`config.mk`:
```
export PLATFORM = sky130hd
export DESIGN_NAME = ctc_fetch
export DESIGN_NICKNAME = d
export VERILOG_FILES = /design/src/sv/ctc_pkg.sv /design/src/sv/ctc_fetch.sv
export SDC_FILE = /design/constraint.sdc
export NUM_CORES = 1
export LEC_CHECK = 0
export BUFFER_PORTS_ARGS = -buffer_cell sky130_fd_sc_hd__buf_2
export CAP_MARGIN = 20
export CORE_AREA = 5 5 152 154
export DETAILED_ROUTE_END_ITERATION = 8
export DIE_AREA = 0 0 157 159
export PLACE_DENSITY_LB_ADDON = 0.05
export SLEW_MARGIN = 0
export SYNTH_ARGS = -nofsm -noshare
export SYNTH_HDL_FRONTEND = slang
export SYNTH_SLANG_ARGS = --single-unit
```
`constraint.sdc`:
```
create_clock -name aclk -period 6 [get_ports aclk]
set_input_delay 0.3 -clock aclk [delete_from_list [all_inputs] [get_ports aclk]]
set_output_delay 0.3 -clock aclk [all_outputs]
set_load 0.02 [all_outputs]
```
`src/sv/ctc_pkg.sv`:
```
// ----------------------------------------------------------------------------
// ctc_pkg: shared types and constants of the collision triangle classifier
// Request and result layouts, status and class codes, arithmetic widths.
// ----------------------------------------------------------------------------
package ctc_pkg;

    // Store geometry
    localparam int VERTEX_DEPTH_DEF = 4096;

    // Field widths
    localparam int COORD_W = 16;
    localparam int IDX_W   = 16;
    localparam int SLOT_W  = 12;
    localparam int CNT_W   = 13;
    localparam int TYPE_W  = 16;
    localparam int LIM_W   = 17;

    // Arithmetic widths of the normal pipeline
    localparam int DIFF_W  = 17;   // edge vector component
    localparam int PROD_W  = 34;   // one cross product term
    localparam int NORM_W  = 35;   // normal component
    localparam int MAG_W   = 34;   // normal component magnitude
    localparam int HALF_W  = 17;   // half of a magnitude
    localparam int HPROD_W = 34;   // product of two halves
    localparam int SQ_W    = 68;   // squared component
    localparam int SUM_W   = 69;   // sum of two squares
    localparam int LO_W    = 34;   // low slice for the constant scaling
    localparam int KIN_W   = 35;   // slice width fed to a constant multiply
    localparam int K_W     = 19;   // constant width
    localparam int KPROD_W = 54;   // slice times constant
    localparam int WIDE_W  = 90;   // recombined scaled value

    // Exact ratio tests on squared components
    // steep:  9999 * ny^2 > nx^2 + nz^2             (|ny| / |n| > 0.01)
    // x-proj: 500151 * nx^2 > 499849 * (ny^2 + nz^2) (|nx| / |n| > 0.707)
    localparam logic [K_W-1:0] K_STEEP   = 19'd9999;
    localparam logic [K_W-1:0] K_XPROJ_N = 19'd500151;
    localparam logic [K_W-1:0] K_XPROJ_D = 19'd499849;

    // Surface types without camera collision
    localparam logic [TYPE_W-1:0] TYPE_NO_CAM_A = 16'h0076;
    localparam logic [TYPE_W-1:0] TYPE_NO_CAM_B = 16'h0077;
    localparam logic [TYPE_W-1:0] TYPE_NO_CAM_C = 16'h0078;
    localparam logic [TYPE_W-1:0] TYPE_NO_CAM_D = 16'h007A;

    // Request kinds
    localparam logic REQ_WRITE   = 1'b0;
    localparam logic REQ_SURFACE = 1'b1;

    // Surface classes
    localparam logic [1:0] CLASS_FLOOR   = 2'd0;
    localparam logic [1:0] CLASS_CEILING = 2'd1;
    localparam logic [1:0] CLASS_WALL    = 2'd2;

    // Result queue
    localparam int FIFO_DEPTH = 16;
    localparam int FIFO_AW    = 4;
    localparam int CREDIT_W   = 5;

    typedef enum logic [1:0] {
        STAT_CLASSIFIED = 2'd0,
        STAT_WRITTEN    = 2'd1,
        STAT_RANGE      = 2'd2,
        STAT_DEGENERATE = 2'd3
    } status_t;

    // Read sequencer states
    typedef enum logic [1:0] {
        SEQ_ISSUE,
        SEQ_READ_B,
        SEQ_READ_C
    } seq_state_t;

    // What the store port did in the previous cycle
    typedef enum logic [2:0] {
        OP_NONE,
        OP_WRITE,
        OP_RANGE,
        OP_READ_A,
        OP_READ_B,
        OP_READ_C
    } port_op_t;

    typedef struct packed {
        logic signed [COORD_W-1:0] x;
        logic signed [COORD_W-1:0] y;
        logic signed [COORD_W-1:0] z;
    } vertex_t;

    localparam int VERTEX_W = $bits(vertex_t);

    typedef struct packed {
        logic                      req_type;
        logic [SLOT_W-1:0]         slot;
        logic signed [COORD_W-1:0] coord_x;
        logic signed [COORD_W-1:0] coord_y;
        logic signed [COORD_W-1:0] coord_z;
        logic [IDX_W-1:0]          first_index;
        logic [IDX_W-1:0]          second_index;
        logic [IDX_W-1:0]          third_index;
        logic [TYPE_W-1:0]         surface_type;
    } req_t;

    // One job handed from the sequencer to the normal pipeline
    typedef struct packed {
        logic    valid;
        status_t kind;
        logic    no_cam;
        vertex_t a;
        vertex_t b;
        vertex_t c;
    } job_t;

    typedef struct packed {
        status_t                   status;
        logic [1:0]                surface_class;
        logic                      no_cam;
        logic                      x_proj;
        logic signed [COORD_W-1:0] lower;
        logic signed [COORD_W-1:0] upper;
    } result_t;

endpackage

```
`src/sv/ctc_fetch.sv`:
```
// ----------------------------------------------------------------------------
// ctc_fetch: request sequencer on the vertex store port
// Writes vertices, checks surface indices and reads the three vertices.
// ----------------------------------------------------------------------------
module ctc_fetch
    import ctc_pkg::*;
#(
    parameter int  VERTEX_DEPTH = VERTEX_DEPTH_DEF,
    localparam int AW           = $clog2(VERTEX_DEPTH)
) (
    input  logic             aclk,
    input  logic             aresetn,
    input  logic [CNT_W-1:0] vertex_count,
    input  req_t             req,
    input  logic             req_fire,
    output logic             seq_ready,
    output logic             ram_en,
    output logic             ram_we,
    output logic [AW-1:0]    ram_addr,
    output vertex_t          ram_wdata,
    input  vertex_t          ram_rdata,
    output job_t             job
);

    localparam logic [LIM_W-1:0] DEPTH_LIM = LIM_W'(VERTEX_DEPTH);

    seq_state_t     state_reg, state_next;
    port_op_t       op_reg, op_next;
    logic [AW-1:0]  idx_b_reg, idx_c_reg;
    logic           no_cam_reg;
    vertex_t        a_reg, b_reg;
    logic [LIM_W-1:0] count_ext, limit;
    logic           range_bad, slot_ok;

    function automatic logic is_no_cam(input logic [TYPE_W-1:0] t);
        is_no_cam = (t == TYPE_NO_CAM_A) || (t == TYPE_NO_CAM_B) ||
                    (t == TYPE_NO_CAM_C) || (t == TYPE_NO_CAM_D);
    endfunction

    // Index limit is the smaller of the configured count and the store depth
    assign count_ext = LIM_W'(vertex_count);
    assign limit     = (count_ext < DEPTH_LIM) ? count_ext : DEPTH_LIM;
    assign range_bad = (LIM_W'(req.first_index) >= limit) ||
                       (LIM_W'(req.second_index) >= limit) ||
                       (LIM_W'(req.third_index) >= limit);
    assign slot_ok   = LIM_W'(req.slot) < DEPTH_LIM;

    assign seq_ready = (state_reg == SEQ_ISSUE);
    assign ram_wdata = '{x: req.coord_x, y: req.coord_y, z: req.coord_z};

    // Next state and store port control
    always_comb begin
        state_next = state_reg;
        op_next    = OP_NONE;
        ram_en     = 1'b0;
        ram_we     = 1'b0;
        ram_addr   = '0;
        case (state_reg)
            SEQ_ISSUE: begin
                if (req_fire) begin
                    if (req.req_type == REQ_WRITE) begin
                        ram_en   = slot_ok;
                        ram_we   = slot_ok;
                        ram_addr = AW'(req.slot);
                        op_next  = OP_WRITE;
                    end else if (range_bad) begin
                        op_next  = OP_RANGE;
                    end else begin
                        ram_en     = 1'b1;
                        ram_addr   = AW'(req.first_index);
                        op_next    = OP_READ_A;
                        state_next = SEQ_READ_B;
                    end
                end
            end
            SEQ_READ_B: begin
                ram_en     = 1'b1;
                ram_addr   = idx_b_reg;
                op_next    = OP_READ_B;
                state_next = SEQ_READ_C;
            end
            SEQ_READ_C: begin
                ram_en     = 1'b1;
                ram_addr   = idx_c_reg;
                op_next    = OP_READ_C;
                state_next = SEQ_ISSUE;
            end
            default: begin
                state_next = SEQ_ISSUE;
            end
        endcase
    end

    // Emit a job for a write, a range fault or the third read of the previous cycle
    always_comb begin
        job = '0;
        case (op_reg)
            OP_WRITE: begin
                job.valid = 1'b1;
                job.kind  = STAT_WRITTEN;
            end
            OP_RANGE: begin
                job.valid = 1'b1;
                job.kind  = STAT_RANGE;
            end
            OP_READ_C: begin
                job.valid  = 1'b1;
                job.kind   = STAT_CLASSIFIED;
                job.no_cam = no_cam_reg;
                job.a      = a_reg;
                job.b      = b_reg;
                job.c      = ram_rdata;
            end
            default: begin
                job.valid = 1'b0;
            end
        endcase
    end

    // Advance the sequencer
    always_ff @(posedge aclk) begin
        if (!aresetn) begin
            state_reg <= SEQ_ISSUE;
            op_reg    <= OP_NONE;
        end else begin
            state_reg <= state_next;
            op_reg    <= op_next;
        end
    end

    // Hold the pending indices and collect the first two vertices
    always_ff @(posedge aclk) begin
        if (req_fire) begin
            idx_b_reg  <= AW'(req.second_index);
            idx_c_reg  <= AW'(req.third_index);
            no_cam_reg <= is_no_cam(req.surface_type);
        end
        if (op_reg == OP_READ_A) begin
            a_reg <= ram_rdata;
        end
        if (op_reg == OP_READ_B) begin
            b_reg <= ram_rdata;
        end
    end

endmodule

```
==> results.yml, run 1 <==
setup_path:
  arrival_ns: 3.51
  crit_path_frequent_cell: "buf_2"
  crit_buf_inv: 3
  crit_chain: "buf_2 -> inv_1 -> nand2_1 -> ha_1 -> nor2b_1 -> o211a_1 -> a211oi_1 -> o311a_1 -> nand4_2 -> nor4b_4 -> o2bb2ai_1 -> buf_2"
  path_class: "primary input to output port"
  cp.required_ns: 5.70
  crit_path_start_kind: "primary input"
  cp_num_cells: 12
  crit_path_top_delay_cell: "nor4b_4"
  slowest_delay_ns: 0.82
  endpoint_kind: "output port"
  ff2ff_path_depth: 3
  critical-path-top-delay-family: "simple AND/OR/NAND/NOR gates"
  worstPathMaxFanout: 14
sta:
  slew_viol_final: 0
  tns_ns: 0
  rsz0062_at_grt: "no"
  finalHoldViolCount: 0
  slew-limit-headroom_pct: 37.6
  period_needed_ns: 3.81
  min_period_over_period_pct: 63.5
  max_freq_ghz: 0.262
  worstMarginPinSlew_ns: 0.933
  setup_viol: 0
  skew_ns: 0.00574
power:
  worst_ir_drop_vdd_mv: 0.183
  power.static_leakage_nw: 3.94
  powerDensity_nw_per_um2: 246
routing:
  drtAntennaViolNets: 0
  drt-pass1-iter-count: 4
  num_vias: 4954
  wl_per_cell_um: 18.8
  routed_via_density: 4.62
  drc: 0
  drt-initial-drc-count: 256
  drt_wl_total_um: 20200
cts:
  cts_buffers: 17
  cts_tree: "done"
  cts_resized: 0
  path_clk_slew_ns: 0.06
  cts_root_buffer: "clkbuf_16"
  htree_levels: 4
  hold_buffers: 0
  clk-insertion-delay-late_ns: 0.41
  clock_sinks: 126
  postCtsSetupRepairBufs: 0
  clock_path_buffers: 2
global_route:
  grt_use_total_pct: 15.8
  grt_pass1_wl_um: 30400
  grt_pass1_vias: 5275
  overflow: 0
  grt_max_degree: 89
  antenna_found_initial: 0
hold_path:
  hold_depth: 1
  hp-class: "primary input to flip-flop"
synth:
  synth_cells: 523
  synth.distinct_cells: 46
  ys_warn_count: 0
  synth_edf_count: 121
  ys_seq_area_share_pct: 56.9
  syn_nets: 756
  async_flop_share_pct: 0
  syn-cell-area_um2: 6570
  synth-seq-cells: 126
  synth.avg_cell_area_um2: 12.6
  ys.flop_type: "edfxtp_1"
placement:
  gp_congestion: 0.937
  numPortBuffers: 303
  dp_hpwl_um: 15600
floorplan:
  rows: 54
  die_area_um2: 25000
  ioPinCount: 400
  core_area_um2: 21600
  die_h_um: 159
  start_util_pct: 30.5
  die_w_um: 157
final_layout:
  final_nets: 1013
  drive_gt1_share_pct: 44.0
  diodes: 0
  nFillCells: 2138
  area_delta_synth_final_pct: 30.9
  utilization_pct: 39.9
job:
  drv_cap: 0
run_status:
  outcome: "finished, final reports clean"
-- layout make-up --
type / count / area [µm²] / share of cell area (%)
Sequential cell: 126 / 3730 / 43.4
Clock inverter: 14 / 135 / 1.57
Tap cell: 280 / 350 / 4.07
Inverter: 10 / 37.5 / 0.437
Clock buffer: 18 / 429 / 4.99
Multi-Input combinational cell: 318 / 2360 / 27.5
Timing Repair Buffer: 307 / 1550 / 18.0
-- cells in the mapped netlist (2+ instances only) --
cell / number / area [µm²]
nand3_1: 4 / 20.0
dfxtp_1: 5 / 100
o21ai_0: 6 / 30.0
and3_1: 3 / 18.8
buf_4: 48 / 360
a21oi_1: 13 / 65.1
clkbuf_1: 20 / 75.1
edfxtp_1: 121 / 3630
nor2_1: 9 / 33.8
nand4_1: 5 / 31.3
and2_1: 147 / 920
o2bb2ai_1: 12 / 105
and4_1: 2 / 17.5
inv_1: 10 / 37.5
nand2_1: 23 / 86.3
nand2b_1: 2 / 12.5
ha_1: 44 / 551
o2111ai_1: 2 / 17.5
a222oi_1: 12 / 120
nor3_1: 4 / 20.0
nor4_1: 2 / 12.5
nor2b_1: 5 / 31.3
-- per-layer routing --
layer  share of wire, %  routed length, µm  track usage [%]  vias up
met5               0.19                 38             1.19        -
met4               0.86                174             3.63        2
met3                8.3               1680             5.38       18
met2                 49               9950             26.9      236
met1                 41               8340             19.2     2332
li1                   -                  -                -     2366
-- worst paths after layout --
path / startpoint / to / slack (ns)
min: ram_rdata[29] / b_reg[29]$_DFFE_PN_ / 0.09
min reg2reg: state_reg[1]$_SDFFE_PN0P_ / state_reg[1]$_SDFFE_PN0P_ / 0.63
max reg2reg: op_reg[2]$_SDFF_PN0_ / a_reg[10]$_DFFE_PN_ / 4.39
max: vertex_count[12] / ram_addr[8] / 2.19
-- kinds of logic (layout without fill, tap and decap cells) --
kind of cell	count (synthesis)	in the layout	share of synthesized area [%]
flops	126	126	56.9
simple gates	214	214	19.9
buf+inv	79	349	7.37
compound gates	60	60	7.51
fa+ha+maj	44	44	8.38
-- layout by cell type, fill, tap and decap left out, types with 4 or more instances in the layout --
master	n
a21oi_1	13
a222oi_1	12
and2_1	147
buf_2	303
clkbuf_16	17
dfxtp_1	5
edfxtp_1	121
ha_1	44
inv_1	10
inv_6	4
nand2_1	23
nand3_1	4
nand4_1	5
nor2_1	8
nor2b_1	5
o21ai_0	6
o2bb2ai_1	12
-- through the flow --
step | hold slack (ns) | total power, mW | std cells | instance area [µm²] | setup slack, ns
after global routing | 0.0626 | 2.22 | 1073 | 8600 | 2.00
final | 0.0875 | 2.12 | 1073 | 8600 | 2.19
after floorplan | 0.399 | 1.11 | 523 | 6570 | 1.80
after global placement | 0.498 | 1.16 | 1040 | 8020 | 2.26
after detailed placement | 0.502 | 1.17 | 1041 | 8030 | 2.16
after CTS | 0.0603 | 2.15 | 1073 | 8600 | 2.16
-- where the power goes --
part	switching (mW)	total (mW)	internal [mW]	leakage, nW
clock	0.395	0.972	0.577	0.270
sequential	0.00459	0.986	0.981	1.15
combinational	0.0890	0.159	0.0704	2.52
total	0.488	2.12	1.63	3.94
(Power assumes the default switching activity.)
==> run 2: changes to the inputs <==
==> constraint.sdc (replaced) <==
create_clock -name aclk -period 3.8 [get_ports aclk]
set_input_delay 0.19 -clock aclk [delete_from_list [all_inputs] [get_ports aclk]]
set_output_delay 0.19 -clock aclk [all_outputs]
set_load 0.02 [all_outputs]
==> results.yml, run 2 (synthesis gave the netlist of run 1 again) <==
placement:
  dp_hpwl_um: 15500
  place_area_um2: 8070
  gp_congestion: 0.838
  place_ws_ns: 0.527
  numPortBuffers: 303
  dp.cells: 1044
power:
  worst_ir_drop_vdd_mv: 0.280
  powerDensity_nw_per_um2: 366
  power.static_leakage_nw: 4.23
routing:
  drt-initial-drc-count: 274
  drc: 0
  drtAntennaViolNets: 0
  wl_per_cell_um: 17.7
  drt_wl_total_um: 20200
  drt-pass1-iter-count: 5
  routed_via_density: 4.52
  num_vias: 5163
global_route:
  grt_pass1_vias: 5403
  overflow: 0
  antenna_found_initial: 0
  grt_use_total_pct: 15.6
  grt_pass1_wl_um: 30300
  grt_max_degree: 70
cts:
  cts_resized: 0
  cts_root_buffer: "clkbuf_16"
  clock_sinks: 126
  clk-insertion-delay-late_ns: 0.41
  clock_path_buffers: 2
  htree_levels: 4
  path_clk_slew_ns: 0.06
  cts_tree: "done"
  cts_buffers: 17
floorplan:
  start_util_pct: 30.5
  die_area_um2: 25000
  rows: 54
  core_area_um2: 21600
  die_w_um: 157
  ioPinCount: 400
  die_h_um: 159
final_layout:
  final_nets: 1082
  nFillCells: 2074
  mostFrequentLayoutCells: "buf_2 (303), and2_1 (147), edfxtp_1 (121)"
  final_area_um2: 9300
  area_delta_synth_final_pct: 41.6
  diodes: 0
  layoutNonFillerInstCount: 1142
  layout_commonest_cell: "buf_2"
  drive_gt1_share_pct: 40.8
sta:
  finalHoldViolCount: 0
  tns_ns: 0
  worstMarginPinSlew_ns: 0.891
  slew-limit-headroom_pct: 40.6
  skew_ns: 0.00734
  holdWs_ns: 0.0170
  setup_viol: 0
  slew_viol_final: 0
  max_freq_ghz: 0.306
  period_needed_ns: 3.27
  min_period_over_period_pct: 85.9
  fin_ws_ns: 0.535
  rsz0062_at_grt: "no"
run_status:
  outcome: "finished, final reports clean"
setup_path:
  arrival_ns: 3.08
  worstPathMaxFanout: 12
  cp.required_ns: 3.61
  path_class: "primary input to output port"
  crit_path_start_kind: "primary input"
  endpoint_kind: "output port"
job:
  drv_cap: 0
hold_path:
  hp-class: "primary input to flip-flop"
[run 2: cell types whose count changed in the layout (fill, tap and decap cells not counted)]
cell / previous run / this run
buf_12: 0 / 1
buf_4: 3 / 6
buf_6: 1 / 0
clkinv_2: 2 / 1
clkinvlp_4: 3 / 5
dlygate4sd3_1: 0 / 66
inv_8: 1 / 0
nor3_2: 1 / 0
nor3_4: 0 / 1
[run 2: routing by layer]
layer | routed length, µm | vias to the layer above | part of all wire (%) | global-route usage [%]
met5 | 0 | - | 0 | 0.992
met3 | 1700 | 18 | 8.4 | 4.89
met2 | 9920 | 260 | 49 | 26.9
met4 | 271 | 0 | 1.3 | 4.97
li1 | - | 2505 | - | -
met1 | 8320 | 2380 | 41 | 18.4
[run 2: per-stage QoR]
stage          power [mW]  utilization [%]
3_3_place_gp         1.83             37.4
6_report             3.40             43.1
5_1_grt              3.55             43.1
4_1_cts              3.44             43.1
2_1_floorplan        1.76                -
3_5_place_dp         1.84             37.4
[run 2: worst paths after layout]
check / start / endpoint / slack [ns] / depth (start not counted)
worst max-delay path: req[16] / ram_addr[0] / 0.53 / 13
worst max register to register: op_reg[2]$_SDFF_PN0_ / a_reg[37]$_DFFE_PN_ / 1.80 / 3
worst min register to register: state_reg[1]$_SDFFE_PN0P_ / state_reg[1]$_SDFFE_PN0P_ / 0.65 / 2
worst min-delay path: ram_rdata[17] / a_reg[17]$_DFFE_PN_ / 0.02 / 1
[run 2: area by class of cell]
cell class | instances | area [µm²] | area share, %
clock buffers | 18 | 429 | 4.62
repair buffers | 376 | 2240 | 24.1
flip-flops and latches | 126 | 3730 | 40.2
well taps | 280 | 350 | 3.77
clock inverters | 14 | 134 | 1.44
inverters | 10 | 37.5 | 0.404
multi-input cells | 318 | 2370 | 25.5
[run 2: where the power goes]
part           leakage [nW]  internal [mW]  switching, mW  total, mW
logic                  2.82          0.155          0.148      0.303
registers              1.15           1.55        0.00750       1.56
clock network         0.260          0.908          0.635       1.54
total                  4.23           2.61          0.790       3.40
[run 2: repair_timing]
item	CTS	global route
hold buffers	65	1
setup endpoints to repair	0	0
endpoints found under the hold margin	104	1
buffers inserted	0	0
[run 2: worst max-delay path, cell delays in order]
cell           delay (ns)
dlygate4sd3_1        0.52
buf_2                0.11
inv_1                0.04
ha_1                 0.28
nand2b_4             0.15
a2111oi_4            0.35
a2111oi_1            0.11
nor4_2               0.22
nand4_2              0.23
nor4b_4              0.25
buf_4                0.26
o2bb2ai_1            0.15
buf_2                0.20
==> run 3: changes to the inputs <==
--- a/config.mk
+++ b/config.mk
@@ -5,7 +5,7 @@
 export SDC_FILE = /design/constraint.sdc
 export NUM_CORES = 1
 export LEC_CHECK = 0
-export BUFFER_PORTS_ARGS = -buffer_cell sky130_fd_sc_hd__buf_2
+export BUFFER_PORTS_ARGS = -buffer_cell sky130_fd_sc_hd__clkbuf_2
 export CAP_MARGIN = 20
 export CORE_AREA = 5 5 152 154
 export DETAILED_ROUTE_END_ITERATION = 8
==> results.yml, run 3 (synthesis gave the netlist of run 1 again) <==
run_status:
  outcome: "finished, final reports clean"
sta:
  max_freq_ghz: 0.307
  min_period_over_period_pct: 85.8
  slew_viol_final: 0
  skew_ns: 0.00892
  worstMarginPinSlew_ns: 0.773
  slew-limit-headroom_pct: 48.5
  fin_ws_ns: 0.540
  rsz0062_at_grt: "no"
  finalHoldViolCount: 0
  period_needed_ns: 3.26
  setup_viol: 0
  tns_ns: 0
routing:
  num_vias: 5197
  drt-pass1-iter-count: 4
  wl_per_cell_um: 17.6
  drc: 0
  drt-initial-drc-count: 230
  drt_wl_total_um: 20000
  drtAntennaViolNets: 0
  routed_via_density: 4.56
global_route:
  grt_use_total_pct: 15.6
  grt_pass1_vias: 5400
  grt_pass1_wl_um: 30000
  antenna_found_initial: 0
  overflow: 0
  grt_max_degree: 60
setup_path:
  regToRegSetupSlack_ns: 1.89
  crit_path_start_kind: "primary input"
  arrival_ns: 3.07
  worstSetupEndpoint: "ram_addr[9]"
  critPathLaunch: "vertex_count[12]"
  r2r_start: "op_reg[2]$_SDFF_PN0_"
  cp.required_ns: 3.61
  worstPathMaxFanout: 14
  path_class: "primary input to output port"
  endpoint_kind: "output port"
  ff2ff_path_depth: 3
  rr_endpoint: "a_reg[39]$_DFFE_PN_"
placement:
  dp_hpwl_um: 15500
  gp_congestion: 0.909
  numPortBuffers: 303
  place_ws_ns: 0.526
floorplan:
  core_area_um2: 21600
  ioPinCount: 400
  die_h_um: 159
  start_util_pct: 30.5
  die_w_um: 157
  die_area_um2: 25000
  rows: 54
cts:
  cts_root_buffer: "clkbuf_16"
  path_clk_slew_ns: 0.06
  clk-insertion-delay-late_ns: 0.41
  clock_path_buffers: 2
  cts_tree: "done"
  htree_levels: 4
  clock_sinks: 126
  cts_buffers: 17
final_layout:
  final_nets: 1080
  mostFrequentLayoutCells: "clkbuf_2 (303), and2_1 (147), edfxtp_1 (121)"
  layout_commonest_cell: "clkbuf_2"
  drive_gt1_share_pct: 40.9
  area_delta_synth_final_pct: 41.5
  diodes: 0
power:
  worst_ir_drop_vdd_mv: 0.275
  powerDensity_nw_per_um2: 375
  power.static_leakage_nw: 4.12
job:
  drv_cap: 0
hold_path:
  hp-class: "primary input to flip-flop"
  worstHoldStart: "ram_rdata[35]"
run 3: metal layers:
metal | vias up | part of all wire, % | track usage (%)
met3 | 25 | 8.6 | 5.52
met4 | 0 | 2.0 | 5.17
met5 | - | 0 | 0.992
met2 | 281 | 49 | 26.8
met1 | 2397 | 40 | 17.8
li1 | 2494 | - | -
run 3: worst min path at each step:
stage,end,slack (ns),cells past startpoint
2_1_floorplan,a_reg[0]$_DFFE_PN_,0.29,0
3_3_place_gp,ram_wdata[12],0.38,0
3_5_place_dp,ram_wdata[12],0.38,0
4_1_cts,b_reg[37]$_DFFE_PN_,0.002,1
5_1_grt,b_reg[35]$_DFFE_PN_,0.001,1
6_report,b_reg[35]$_DFFE_PN_,0.01,1
run 3: timing repair:
action,in CTS,in global routing
resized for setup,0,0
hold buffers,64,0
hold endpoints to repair,104,0
setup buffers,0,0
run 3: layout make-up:
class / instances / area (µm²)
fill: 2065 / 12300
sequential: 126 / 3730
multi-input combinational: 318 / 2370
timing repair buffer: 374 / 2210
clock buffer: 18 / 429
tap: 280 / 350
clock inverter: 13 / 165
inverter: 10 / 37.5
run 3: worst max-delay path, cell delays in order:
cell and delay [ns]:
clkbuf_2 0.09, inv_1 0.31, nand2_1 0.21, ha_1 0.33, nor2b_1 0.13, o211a_1 0.20
a211oi_1 0.31, o311a_1 0.24, nand4_2 0.19, nor4b_4 0.25, buf_4 0.25, o2bb2ai_1 0.15
clkbuf_2 0.20
run 3: report_power, final:
part | switching (mW) | internal (mW) | total [mW]
Clock | 0.599 | 1.03 | 1.63
Combinational | 0.147 | 0.153 | 0.300
Sequential | 0.00741 | 1.55 | 1.56
Total | 0.754 | 2.73 | 3.49
run 3: through the flow:
stage / instance area [µm²] / util [%] / std cells / hold WS, ns / total power, mW
after floorplan: 6570 / - / 523 / 0.289 / 1.76
after global placement: 8060 / 37.4 / 1044 / 0.380 / 1.83
after detailed placement: 8060 / 37.4 / 1044 / 0.380 / 1.84
after CTS: 9290 / 43.1 / 1139 / 0.00192 / 3.54
after global routing: 9290 / 43.1 / 1139 / 0.00148 / 3.64
final: 9290 / 43.1 / 1139 / 0.0141 / 3.49
